<file path="src/rtl/core/uart_frame_checker_responder_top_macros.svh">
// Assertion macros shared by the frame checker RTL.
`ifndef UART_FRAME_CHECKER_RESPONDER_TOP_MACROS_SVH
`define UART_FRAME_CHECKER_RESPONDER_TOP_MACROS_SVH

`ifndef NO_ASSERTIONS

// Checks that cond holds at every clock edge outside reset.
`define UFCR_ASSERT(label, clk, rstn, cond) \
  label: assert property (@(posedge clk) disable iff (!rstn) (cond)) \
    else $error("ufcr assertion failed");

// Checks that cons holds on the edge that follows one where ante holds.
`define UFCR_ASSERT_NEXT(label, clk, rstn, ante, cons) \
  label: assert property (@(posedge clk) disable iff (!rstn) (ante) |=> (cons)) \
    else $error("ufcr assertion failed");

`else

`define UFCR_ASSERT(label, clk, rstn, cond)
`define UFCR_ASSERT_NEXT(label, clk, rstn, ante, cons)

`endif

`endif

</file>
<file path="src/rtl/core/ufcr_pkg.sv">
// Types, constants and reply tables of the UART frame checker.
`default_nettype none

package ufcr_pkg;

  // Command codes carried in the fourth byte of a frame.
  localparam logic [7:0] CMD_SET_SIZE = 8'h0A;
  localparam logic [7:0] CMD_DATA     = 8'h0B;
  localparam logic [7:0] CMD_STATUS   = 8'h0C;
  localparam logic [7:0] CMD_INFO     = 8'h04;
  localparam logic [7:0] CMD_CONFIG   = 8'h0F;

  // Frame byte that holds the most significant byte of the file size.
  localparam logic [8:0] SIZE_IDX_FIRST = 9'd53;

  // Bytes of a frame beyond the payload: length, spare, checksum, command.
  localparam logic [8:0] FRAME_OVERHEAD = 9'd4;

  // Entries in the job queue between the front and the back.
  localparam int unsigned QUEUE_DEPTH = 4;
  localparam int unsigned QUEUE_AW    = $clog2(QUEUE_DEPTH);

  localparam int unsigned REPLY_MAX = 17;
  localparam int unsigned REPLY_IW  = $clog2(REPLY_MAX);

  typedef enum logic [1:0] {
    STATUS_OK   = 2'd0,
    STATUS_CSUM = 2'd1,
    STATUS_OVF  = 2'd2
  } status_e;

  typedef enum logic [1:0] {
    REPLY_0A = 2'd0,
    REPLY_0B = 2'd1,
    REPLY_04 = 2'd2,
    REPLY_0F = 2'd3
  } reply_e;

  // One finished frame as handed from the front to the back.
  typedef struct packed {
    logic        is_reply;
    reply_e      reply;
    status_e     status;
    logic [7:0]  command;
    logic [31:0] image_pos;
    logic [31:0] image_len;
  } job_t;

  localparam logic [REPLY_IW-1:0] REPLY_LEN [4] = '{
    REPLY_IW'(9), REPLY_IW'(5), REPLY_IW'(12), REPLY_IW'(17)
  };

  // Fixed reply frames, padded with zeros to the longest one.
  localparam logic [7:0] REPLY_ROM [4][REPLY_MAX] = '{
    '{8'h05, 8'hAC, 8'h0A, 8'h0A, 8'h00, 8'h00, 8'h00, 8'h00, 8'h00,
      8'h00, 8'h00, 8'h00, 8'h00, 8'h00, 8'h00, 8'h00, 8'h00},
    '{8'h01, 8'hAC, 8'h0B, 8'h0B, 8'h00, 8'h00, 8'h00, 8'h00, 8'h00,
      8'h00, 8'h00, 8'h00, 8'h00, 8'h00, 8'h00, 8'h00, 8'h00},
    '{8'h08, 8'hAC, 8'h3C, 8'h04, 8'h01, 8'h18, 8'h04, 8'h02, 8'h00,
      8'h19, 8'h00, 8'h00, 8'h00, 8'h00, 8'h00, 8'h00, 8'h00},
    '{8'h0D, 8'hAC, 8'h1B, 8'h0F, 8'h00, 8'h00, 8'h7F, 8'h00, 8'h80,
      8'h00, 8'h71, 8'h00, 8'h0F, 8'h00, 8'h0E, 8'h00, 8'h7F}
  };

endpackage

`default_nettype wire

</file>
<file path="src/rtl/core/ufcr_rx_if.sv">
// Receive channel: one serial byte per transaction.
`default_nettype none

interface ufcr_rx_if;
  logic       valid;
  logic       ready;
  logic [7:0] rx_byte;

  modport source (output valid, output rx_byte, input ready);
  modport sink   (input valid, input rx_byte, output ready);
endinterface

`default_nettype wire

</file>
<file path="src/rtl/core/ufcr_tx_if.sv">
// Result channel: one reply byte or status report per transaction.
`default_nettype none

interface ufcr_tx_if;
  logic        valid;
  logic        ready;
  logic        tx_valid;
  logic [7:0]  tx_byte;
  logic        last;
  logic [1:0]  status;
  logic [7:0]  command;
  logic [31:0] image_pos;
  logic [31:0] image_len;

  modport source (output valid, output tx_valid, output tx_byte, output last,
                  output status, output command, output image_pos,
                  output image_len, input ready);
  modport sink   (input valid, input tx_valid, input tx_byte, input last,
                  input status, input command, input image_pos,
                  input image_len, output ready);
endinterface

`default_nettype wire

</file>
<file path="src/rtl/core/uart_frame_checker_responder_top.sv">
// Top level of the UART frame checker and responder.
//
// The block takes received serial bytes on the rx channel, one per transaction, and
// gathers them into frames: a length byte L, a spare byte, a checksum byte, a command
// byte and L further bytes. When a frame ends it reports on the tx channel, either
// as a fixed reply frame sent one byte per transaction (tx_valid high, last on the
// final byte) or as a single status transaction (tx_valid low, last high). Frames with
// a bad checksum report status 1; frames that run past FRAME_LIMIT bytes are dropped
// and report status 2.
// Throughput is one byte per cycle on each side when nothing stalls. The front end accepts
// a byte every cycle while its job queue has room; the back end emits one result per
// cycle from the head of the queue while tx ready is high, and a reply has up to 17
// bytes. The result of a frame is written into the queue when its final byte is accepted
// and is then loaded from the head of the queue into the output register.
// When the receiver holds tx ready low, the output register keeps its transaction, the
// queue fills, and once it holds four frames rx ready drops until room frees up.
// Reset clears all frame and image state and empties the queue.
`default_nettype none

`include "uart_frame_checker_responder_top_macros.svh"

module uart_frame_checker_responder_top #(
  parameter int unsigned FRAME_LIMIT = 255
) (
  input  wire logic clk_i,
  input  wire logic rst_ni,
  ufcr_rx_if.sink   rx_i,
  ufcr_tx_if.source tx_o
);
  import ufcr_pkg::*;

  job_t push_job;
  job_t head_job;
  logic push;
  logic full;
  logic pop;
  logic empty;

  // Frame assembly, checksum check and command decode.
  ufcr_front #(
    .FRAME_LIMIT (FRAME_LIMIT)
  ) u_front (
    .clk_i  (clk_i),
    .rst_ni (rst_ni),
    .rx     (rx_i),
    .full_i (full),
    .push_o (push),
    .job_o  (push_job)
  );

  // Finished frames wait here so that a stalled receiver does not stop reception at once.
  ufcr_queue u_queue (
    .clk_i      (clk_i),
    .rst_ni     (rst_ni),
    .push_i     (push),
    .push_job_i (push_job),
    .full_o     (full),
    .pop_i      (pop),
    .head_o     (head_job),
    .empty_o    (empty)
  );

  // Reply expansion and the output register.
  ufcr_back u_back (
    .clk_i   (clk_i),
    .rst_ni  (rst_ni),
    .head_i  (head_job),
    .empty_i (empty),
    .pop_o   (pop),
    .tx      (tx_o)
  );

  // A frame result is never pushed into a full queue.
  `UFCR_ASSERT(a_no_push_when_full, clk_i, rst_ni, !(push && full))

  // A status-only transaction always closes its run.
  `UFCR_ASSERT(a_status_is_last, clk_i, rst_ni, !(tx_o.valid && !tx_o.tx_valid) || tx_o.last)

  // Error statuses never come with a reply byte.
  `UFCR_ASSERT(a_error_no_reply, clk_i, rst_ni,
               !(tx_o.valid && (tx_o.status != STATUS_OK)) || !tx_o.tx_valid)

  // A job popped from the queue was presented on the output in the next cycle.
  `UFCR_ASSERT_NEXT(a_pop_shows_output, clk_i, rst_ni, pop, tx_o.valid && tx_o.last)

endmodule

`default_nettype wire

</file>
<file path="src/rtl/core/ufcr_front.sv">
// Front end: gathers received bytes into frames and classifies each frame.
`default_nettype none

module ufcr_front #(
  parameter int unsigned FRAME_LIMIT = 255
) (
  input  wire logic         clk_i,
  input  wire logic         rst_ni,
  ufcr_rx_if.sink           rx,
  input  wire logic         full_i,
  output logic              push_o,
  output ufcr_pkg::job_t    job_o
);
  import ufcr_pkg::*;

  logic [8:0]  byte_count_q, byte_count_d;
  logic [7:0]  frame_length_q, frame_length_d;
  logic [7:0]  expected_sum_q, expected_sum_d;
  logic [7:0]  command_q, command_d;
  logic [7:0]  running_sum_q, running_sum_d;
  logic [31:0] size_capture_q, size_capture_d;
  logic [31:0] image_pos_q, image_pos_d;
  logic [31:0] image_len_q, image_len_d;

  logic       accept;
  logic       first;
  logic [8:0] count_inc;
  logic       overflow;
  logic       frame_end;
  logic [7:0] b;

  assign rx.ready = !full_i;
  assign accept   = rx.valid && !full_i;

  always_comb begin
    b     = rx.rx_byte;
    first = (byte_count_q == '0);

    frame_length_d = first ? b : frame_length_q;
    expected_sum_d = first ? 8'h00 : expected_sum_q;
    command_d      = first ? 8'h00 : command_q;
    running_sum_d  = first ? 8'h00 : running_sum_q;
    size_capture_d = first ? 32'h0 : size_capture_q;

    if (byte_count_q == 9'd2) expected_sum_d = b;
    if (byte_count_q == 9'd3) command_d = b;
    if (byte_count_q >= 9'd3) running_sum_d = running_sum_d + b;

    // The file size arrives big-endian in four consecutive bytes.
    case (byte_count_q)
      SIZE_IDX_FIRST:         size_capture_d = size_capture_d | {b, 24'h0};
      SIZE_IDX_FIRST + 9'd1:  size_capture_d = size_capture_d | {8'h0, b, 16'h0};
      SIZE_IDX_FIRST + 9'd2:  size_capture_d = size_capture_d | {16'h0, b, 8'h0};
      SIZE_IDX_FIRST + 9'd3:  size_capture_d = size_capture_d | {24'h0, b};
      default:                size_capture_d = size_capture_d;
    endcase

    count_inc = byte_count_q + 9'd1;
    overflow  = count_inc > 9'(FRAME_LIMIT);
    frame_end = !overflow && (count_inc == ({1'b0, frame_length_d} + FRAME_OVERHEAD));

    image_pos_d = image_pos_q;
    image_len_d = image_len_q;

    job_o.is_reply = 1'b0;
    job_o.reply    = REPLY_0A;
    job_o.status   = STATUS_OK;
    job_o.command  = command_d;

    if (overflow) begin
      job_o.status = STATUS_OVF;
    end else if (frame_end) begin
      if (running_sum_d != expected_sum_d) begin
        job_o.status = STATUS_CSUM;
      end else begin
        case (command_d)
          CMD_SET_SIZE: begin
            image_pos_d    = 32'h0;
            image_len_d    = size_capture_d;
            job_o.is_reply = 1'b1;
            job_o.reply    = REPLY_0A;
          end
          CMD_DATA: begin
            image_pos_d    = image_pos_q + {24'h0, frame_length_d};
            job_o.is_reply = 1'b1;
            job_o.reply    = REPLY_0B;
          end
          CMD_INFO: begin
            job_o.is_reply = 1'b1;
            job_o.reply    = REPLY_04;
          end
          CMD_CONFIG: begin
            job_o.is_reply = 1'b1;
            job_o.reply    = REPLY_0F;
          end
          CMD_STATUS: begin
            job_o.is_reply = 1'b0;
          end
          default: begin
            job_o.is_reply = 1'b0;
          end
        endcase
      end
    end

    job_o.image_pos = image_pos_d;
    job_o.image_len = image_len_d;

    byte_count_d = (overflow || frame_end) ? 9'd0 : count_inc;
    push_o       = accept && (overflow || frame_end);
  end

  always_ff @(posedge clk_i or negedge rst_ni) begin
    if (!rst_ni) begin
      byte_count_q   <= '0;
      frame_length_q <= '0;
      expected_sum_q <= '0;
      command_q      <= '0;
      running_sum_q  <= '0;
      size_capture_q <= '0;
      image_pos_q    <= '0;
      image_len_q    <= '0;
    end else if (accept) begin
      byte_count_q   <= byte_count_d;
      frame_length_q <= frame_length_d;
      expected_sum_q <= expected_sum_d;
      command_q      <= command_d;
      running_sum_q  <= running_sum_d;
      size_capture_q <= size_capture_d;
      image_pos_q    <= image_pos_d;
      image_len_q    <= image_len_d;
    end
  end

endmodule

`default_nettype wire

</file>
<file path="src/rtl/core/ufcr_queue.sv">
// Small job queue that decouples frame checking from reply generation.
`default_nettype none

module ufcr_queue (
  input  wire logic      clk_i,
  input  wire logic      rst_ni,
  input  wire logic      push_i,
  input  ufcr_pkg::job_t push_job_i,
  output logic           full_o,
  input  wire logic      pop_i,
  output ufcr_pkg::job_t head_o,
  output logic           empty_o
);
  import ufcr_pkg::*;

  job_t mem_q [QUEUE_DEPTH];

  logic [QUEUE_AW-1:0] wr_ptr_q, wr_ptr_d;
  logic [QUEUE_AW-1:0] rd_ptr_q, rd_ptr_d;
  logic [QUEUE_AW:0]   count_q, count_d;
  logic                do_push, do_pop;

  assign full_o  = (count_q == (QUEUE_AW+1)'(QUEUE_DEPTH));
  assign empty_o = (count_q == '0);
  assign head_o  = mem_q[rd_ptr_q];

  always_comb begin
    do_push  = push_i && !full_o;
    do_pop   = pop_i && !empty_o;
    wr_ptr_d = do_push ? wr_ptr_q + 1'b1 : wr_ptr_q;
    rd_ptr_d = do_pop ? rd_ptr_q + 1'b1 : rd_ptr_q;
    count_d  = count_q;
    if (do_push && !do_pop) count_d = count_q + 1'b1;
    if (do_pop && !do_push) count_d = count_q - 1'b1;
  end

  always_ff @(posedge clk_i) begin
    if (do_push) begin
      mem_q[wr_ptr_q] <= push_job_i;
    end
  end

  always_ff @(posedge clk_i or negedge rst_ni) begin
    if (!rst_ni) begin
      wr_ptr_q <= '0;
      rd_ptr_q <= '0;
      count_q  <= '0;
    end else begin
      wr_ptr_q <= wr_ptr_d;
      rd_ptr_q <= rd_ptr_d;
      count_q  <= count_d;
    end
  end

endmodule

`default_nettype wire

</file>
<file path="src/rtl/core/ufcr_back.sv">
// Back end: expands queued jobs into reply bytes or status reports.
`default_nettype none

module ufcr_back (
  input  wire logic      clk_i,
  input  wire logic      rst_ni,
  input  ufcr_pkg::job_t head_i,
  input  wire logic      empty_i,
  output logic           pop_o,
  ufcr_tx_if.source      tx
);
  import ufcr_pkg::*;

  logic [REPLY_IW-1:0] idx_q, idx_d;
  logic                out_valid_q, out_valid_d;
  logic                tx_valid_q, tx_valid_d;
  logic [7:0]          tx_byte_q, tx_byte_d;
  logic                last_q, last_d;
  logic [1:0]          status_q, status_d;
  logic [7:0]          command_q, command_d;
  logic [31:0]         image_pos_q, image_pos_d;
  logic [31:0]         image_len_q, image_len_d;

  logic load;
  logic final_byte;

  always_comb begin
    load       = !empty_i && (!out_valid_q || tx.ready);
    final_byte = !head_i.is_reply || (idx_q == REPLY_LEN[head_i.reply] - 1'b1);
    pop_o      = load && final_byte;

    idx_d = idx_q;
    if (load) idx_d = final_byte ? '0 : idx_q + 1'b1;

    out_valid_d = load ? 1'b1 : (tx.ready ? 1'b0 : out_valid_q);

    tx_valid_d  = head_i.is_reply;
    tx_byte_d   = head_i.is_reply ? REPLY_ROM[head_i.reply][idx_q] : 8'h00;
    last_d      = final_byte;
    status_d    = head_i.status;
    command_d   = head_i.command;
    image_pos_d = head_i.image_pos;
    image_len_d = head_i.image_len;
  end

  always_ff @(posedge clk_i or negedge rst_ni) begin
    if (!rst_ni) begin
      idx_q       <= '0;
      out_valid_q <= 1'b0;
    end else begin
      idx_q       <= idx_d;
      out_valid_q <= out_valid_d;
    end
  end

  always_ff @(posedge clk_i) begin
    if (load) begin
      tx_valid_q  <= tx_valid_d;
      tx_byte_q   <= tx_byte_d;
      last_q      <= last_d;
      status_q    <= status_d;
      command_q   <= command_d;
      image_pos_q <= image_pos_d;
      image_len_q <= image_len_d;
    end
  end

  assign tx.valid     = out_valid_q;
  assign tx.tx_valid  = tx_valid_q;
  assign tx.tx_byte   = tx_byte_q;
  assign tx.last      = last_q;
  assign tx.status    = status_q;
  assign tx.command   = command_q;
  assign tx.image_pos = image_pos_q;
  assign tx.image_len = image_len_q;

endmodule

`default_nettype wire
</file>
<file path="src/flat_wrapper.sv">
// flat-port wrapper written by rule: the top's interface ports become plain ports
module uart_frame_checker_responder_top_flat import ufcr_pkg::*;
#(
  parameter int unsigned FRAME_LIMIT = 255
)
  (clk_i, rst_ni, rx_i_valid, rx_i_rx_byte, rx_i_ready, tx_o_valid, tx_o_tx_valid, tx_o_tx_byte, tx_o_last, tx_o_status, tx_o_command, tx_o_image_pos, tx_o_image_len, tx_o_ready);
  ufcr_rx_if rx_i_i ();
  ufcr_tx_if tx_o_i ();
  input  wire logic clk_i;
  input  wire logic rst_ni;
  input wire logic [$bits(rx_i_i.valid)-1:0] rx_i_valid;
  input wire logic [$bits(rx_i_i.rx_byte)-1:0] rx_i_rx_byte;
  output wire logic [$bits(rx_i_i.ready)-1:0] rx_i_ready;
  output wire logic [$bits(tx_o_i.valid)-1:0] tx_o_valid;
  output wire logic [$bits(tx_o_i.tx_valid)-1:0] tx_o_tx_valid;
  output wire logic [$bits(tx_o_i.tx_byte)-1:0] tx_o_tx_byte;
  output wire logic [$bits(tx_o_i.last)-1:0] tx_o_last;
  output wire logic [$bits(tx_o_i.status)-1:0] tx_o_status;
  output wire logic [$bits(tx_o_i.command)-1:0] tx_o_command;
  output wire logic [$bits(tx_o_i.image_pos)-1:0] tx_o_image_pos;
  output wire logic [$bits(tx_o_i.image_len)-1:0] tx_o_image_len;
  input wire logic [$bits(tx_o_i.ready)-1:0] tx_o_ready;
  assign rx_i_i.valid = rx_i_valid;
  assign rx_i_i.rx_byte = rx_i_rx_byte;
  assign rx_i_ready = rx_i_i.ready;
  assign tx_o_valid = tx_o_i.valid;
  assign tx_o_tx_valid = tx_o_i.tx_valid;
  assign tx_o_tx_byte = tx_o_i.tx_byte;
  assign tx_o_last = tx_o_i.last;
  assign tx_o_status = tx_o_i.status;
  assign tx_o_command = tx_o_i.command;
  assign tx_o_image_pos = tx_o_i.image_pos;
  assign tx_o_image_len = tx_o_i.image_len;
  assign tx_o_i.ready = tx_o_ready;
  uart_frame_checker_responder_top #(.FRAME_LIMIT(FRAME_LIMIT)) u_core (.clk_i(clk_i), .rst_ni(rst_ni), .rx_i(rx_i_i), .tx_o(tx_o_i));
endmodule
</file>
<file path="config.mk">
export PLATFORM = sky130hd
export DESIGN_NAME = uart_frame_checker_responder_top_flat
export DESIGN_NICKNAME = d
export VERILOG_FILES = /design/src/rtl/core/ufcr_pkg.sv /design/src/rtl/core/ufcr_rx_if.sv /design/src/rtl/core/ufcr_tx_if.sv /design/src/rtl/core/uart_frame_checker_responder_top.sv /design/src/rtl/core/ufcr_front.sv /design/src/rtl/core/ufcr_queue.sv /design/src/rtl/core/ufcr_back.sv /design/src/flat_wrapper.sv
export VERILOG_INCLUDE_DIRS = /design/src /design/src/rtl/core
export SDC_FILE = /design/constraint.sdc
export NUM_CORES = 1
export LEC_CHECK = 0
export ABC_AREA = 1
export BUFFER_PORTS_ARGS = -buffer_cell sky130_fd_sc_hd__buf_2
export CORE_UTILIZATION = 58
export CTS_BUF_LIST = sky130_fd_sc_hd__clkbuf_8
export DETAILED_ROUTE_END_ITERATION = 10
export GPL_TIMING_DRIVEN = 0
export MAX_ROUTING_LAYER = met4
export PLACE_DENSITY_LB_ADDON = 0.12
export RECOVER_POWER = 100
export SYNTH_ARGS = -nofsm -noshare
export SYNTH_HDL_FRONTEND = slang
export SYNTH_SLANG_ARGS = --single-unit
</file>
<file path="constraint.sdc">
create_clock -name clk_i -period 6.8 [get_ports clk_i]
set_clock_uncertainty 0.05 [all_clocks]
set_input_delay 0.34 -clock clk_i [delete_from_list [all_inputs] [get_ports clk_i]]
set_output_delay 0.34 -clock clk_i [all_outputs]
set_load 0.005 [all_outputs]
</file>
==> results.md <==
- Fraction of layout cells with a size suffix above 1: 0.0922
- Worst-margin pin slew: 2.46 ns
- DR pass1 iterations: 6
- Most repeated library cell on the critical path: nor2_1
- Worst-Skew Late Latency: 0.68 ns
- Number of remaining DRC errors: 0
- TritonCTS Buffers: 86
- Failing checks: max-capacitance violations, max-slew violations
- Post-synth EDFFs: 392
- Clock root cell: clkbuf_8
- Met2 Track Usage GR: 0.481
- CTS max path bufs: 3
- Crit. End Element: flop
- GR peak layer: met2
- Crit-path max FO: 10
- Hold Path Cell Cnt: 6
- Post-Syn Area: 26100 µm²
- Worst reg-to-reg setup slack: 1.20 ns
- Initial Util: 0.589
- Largest family of logic cells by synthesized area: simple AND/OR/NAND/NOR gates
- CTS clk-pin slew, worst paths: 0.06 ns
- Mean Syn Cell Area: 9.11 µm²
- Top-count cell post-synth: nand2_1
- Hold slack: 0.261 ns
- Pwr dens: 407 nW/µm²
- Via Count: 21000
- Synth top area cells: edfxtp_1, dfrtp_1, nand2_1, nand3_1, o21ai_0
- Row count: 77
- Final #Nets: 3127
- Final-report hold violation count: 0
- Post-Syn Nets: 2917
- H-tree levels: 3
- Fin crit share: 0.823
- Kind of critical path: reg -> reg
- Clk sinks: 542
- Worst setup SP type: flop
- Layout area overhead: 12.4%
- Post-route ant nets: 0
- Adder-Cell Fraction of Synth Area: 0.0191
- MaxCap Viol Count: 2
- Ys Warns: 0
- Max incr delay on CP: 0.55 ns
- First-pass GRT wire length: 109000 µm
- Async set-reset flop share out of synthesis: 0.277
- Leading area contributor after synthesis: edfxtp_1
- Levels on crit path: 21
- HP Class: in -> reg
- GRT Total Usage: 0.316
- Crit-path cells: inv_1 -> ha_1 -> nand2_2 -> nor2_1 -> nand2_8 -> inv_1 -> clkbuf_1 -> nor2_1 -> ha_1 -> fa_1 -> xor2_1 -> o21ai_0 -> xor2_1 -> nand2_1 -> nor2_1 -> nand3_1 -> clkbuf_1 -> buf_6 -> nor2_1 -> inv_1 -> a21oi_1
- Relative slew slack: -0.639
- CP Data Required Time: 7.14 ns
- Final setup margin: 1.20 ns
- Post-synthesis simple-gate area fraction: 0.250
- XOR/XNOR share of the synthesized area: 0.00671
- Yosys reg bits: 542
- Unique masters post-synth: 46
- Die Width: 214 µm
- Fin. max-slew vios: 47
- Die area: 45900 µm²
- Synth Area in Compound Gates: 0.0760
- I/O Pins: 98
- Mux share of post-synthesis cell area: 0.000383
- Overall power: 11.9 mW
- CP bufs+invs: 6
- Final setup fails: 0
- RSZ-0062 raised after global routing: false
- Worst path arrival time: 5.94 ns
- Cells after synthesis: 2867
- Wire per inst: 18.7 µm
- Port bufs: 97
- Largest net degree at the start of global routing: 120
- Worst path slowest cell: nor2_1
- Vias/cell: 5.62
- Finished Core Util: 0.662
- Top_reg_cell synth: edfxtp_1
- Status: finished with violations
- Routability cong.: 0.941
- Die Ht: 214 µm
- Post-DP HPWL: 49700 µm
- Setup TNS: 0 ns
- Pre-CTS setup slack: 2.07 ns
- GR Overflow Total: 0
- GR Util met1: 0.436
- Min cycle time layout: 5.60 ns
- Sequential share of the synthesized area: 0.595
- Peak supply drop: 336 µV
- Synth top cells by count: nand2_1, edfxtp_1, nand3_1
- Vias in the first global route: 19800
- FF-to-FF path depth: 21
- Max frequency: 179 MHz
- Final WL: 70000 µm
- Initial DRC Count: 1967
- Core area: 44300 µm²
- Worst path top cell family by delay: simple AND/OR/NAND/NOR gates
- CTS tree: yes
- P_leak: 13.1 nW
- Met3 Usage GRT: 0.0557
- Initial antenna violation count: 3
- Top cell type's share of synthesized area: 0.451
-- final timing paths --
check                                                 start                               end
min in group asynchronous                            rst_ni            u_core.u_back.idx_q[1]
hold reg to reg            u_core.u_front.size_capture_q[4]  u_core.u_front.size_capture_q[4]
max in group asynchronous                            rst_ni     u_core.u_front.image_len_q[7]
setup reg to reg             u_core.u_front.byte_count_q[0]       u_core.u_queue.mem_q[0][76]
hold / removal                              rx_i_rx_byte[0]   u_core.u_front.running_sum_q[0]
setup / recovery             u_core.u_front.byte_count_q[0]       u_core.u_queue.mem_q[0][76]
-- layer usage --
layer	vias to the layer above	routed length, µm
met3	133	6210
met2	867	31700
li1	10100	-
met1	9921	30200
met5	-	0
met4	0	1830
-- timing repair --
item	CTS	global route
setup buffers	0	0
hold buffers	9	0
hold endpoints to repair	97	0
resized for setup	0	0
-- flip-flops by register name, indices dropped and copies added, names as in the netlist --
name                           cells
u_core.u_back.idx_q                5
u_core.u_back.tx.command           8
u_core.u_back.tx.image_len        32
u_core.u_back.tx.image_pos        32
u_core.u_back.tx.last              1
u_core.u_back.tx.status            2
u_core.u_back.tx.tx_byte           8
u_core.u_back.tx.tx_valid          1
u_core.u_back.tx.valid             1
u_core.u_front.byte_count_q        9
u_core.u_front.command_q           8
u_core.u_front.expected_sum_q      8
u_core.u_front.frame_length_q      8
u_core.u_front.image_len_q        32
u_core.u_front.image_pos_q        32
u_core.u_front.running_sum_q       8
u_core.u_front.size_capture_q     32
u_core.u_queue.count_q             3
u_core.u_queue.mem_q             308
u_core.u_queue.rd_ptr_q            2
u_core.u_queue.wr_ptr_q            2
-- cell type report --
type / count / area, µm²
flip-flops and latches: 542 / 15500
fillers: 3619 / 15000
multi-input cells: 2007 / 9200
clock buffers: 96 / 1320
repair buffers: 122 / 836
well taps: 592 / 741
plain buffers: 157 / 721
inverters: 161 / 611
clock inverters: 61 / 379
diodes: 1 / 2.50
-- stage by stage --
stage	std cells	area, µm²
CTS	3738	29600
finish	3739	29300
floorplan	2867	26100
detailed placement	3572	27800
global placement	3556	27300
global route	3739	29300
-- worst register-to-register path, stage by stage, from the launching register on --
cell and delay, ns:
dfrtp_1 0.43, inv_1 0.18, ha_1 0.19, nand2_2 0.06, nor2_1 0.55, nand2_8 0.13
inv_1 0.12, clkbuf_1 0.39, nor2_1 0.09, ha_1 0.24, fa_1 0.43, xor2_1 0.18
o21ai_0 0.33, xor2_1 0.19, nand2_1 0.07, nor2_1 0.18, nand3_1 0.17, clkbuf_1 0.35
buf_6 0.27, nor2_1 0.16, inv_1 0.08, a21oi_1 0.47
-- logic make-up (layout without fill, tap and decap cells) --
| logic type | Yosys count | count (layout) |
|---|---|---|
| AO/OA/AOI/OAI | 366 | 366 |
| XOR/XNOR | 20 | 20 |
| adder cells (fa/ha/maj) | 38 | 38 |
| buffers and inverters | 318 | 597 |
| flip-flops | 542 | 542 |
| multiplexers | 1 | 1 |
| other | 0 | 1 |
| AND/OR/NAND/NOR | 1582 | 1582 |
-- placed cells by master, fill, tap and decap left out, drive strengths merged, types with 2 or more instances in the layout --
cell type and n:
ha 35, a31oi 12, inv 200, o221ai 2, or2 8, edfxtp 392, o21ai 245, nor4 3
clkinvlp 2, a22oi 3, buf 134, xnor2 3, o22ai 76, nor3 18, dlygate4sd3 9, nor2 236
clkinv 17, fa 3, dfrtp 150, clkbuf 232, xor2 17, bufinv 3, a21oi 19, a21o 5
nand4 22, nand3b 6, and2 8, nand3 270, nand2 1009
-- report_power, final --
group          switching, mW  internal [mW]  total [mW]  leakage [nW]
Sequential             0.232           4.24        4.47          5.96
Combinational           3.36           1.37        4.73          6.14
Clock                   1.32           1.43        2.75          1.01
Total                   4.91           7.04        11.9          13.1
(Power assumes the default switching activity.)
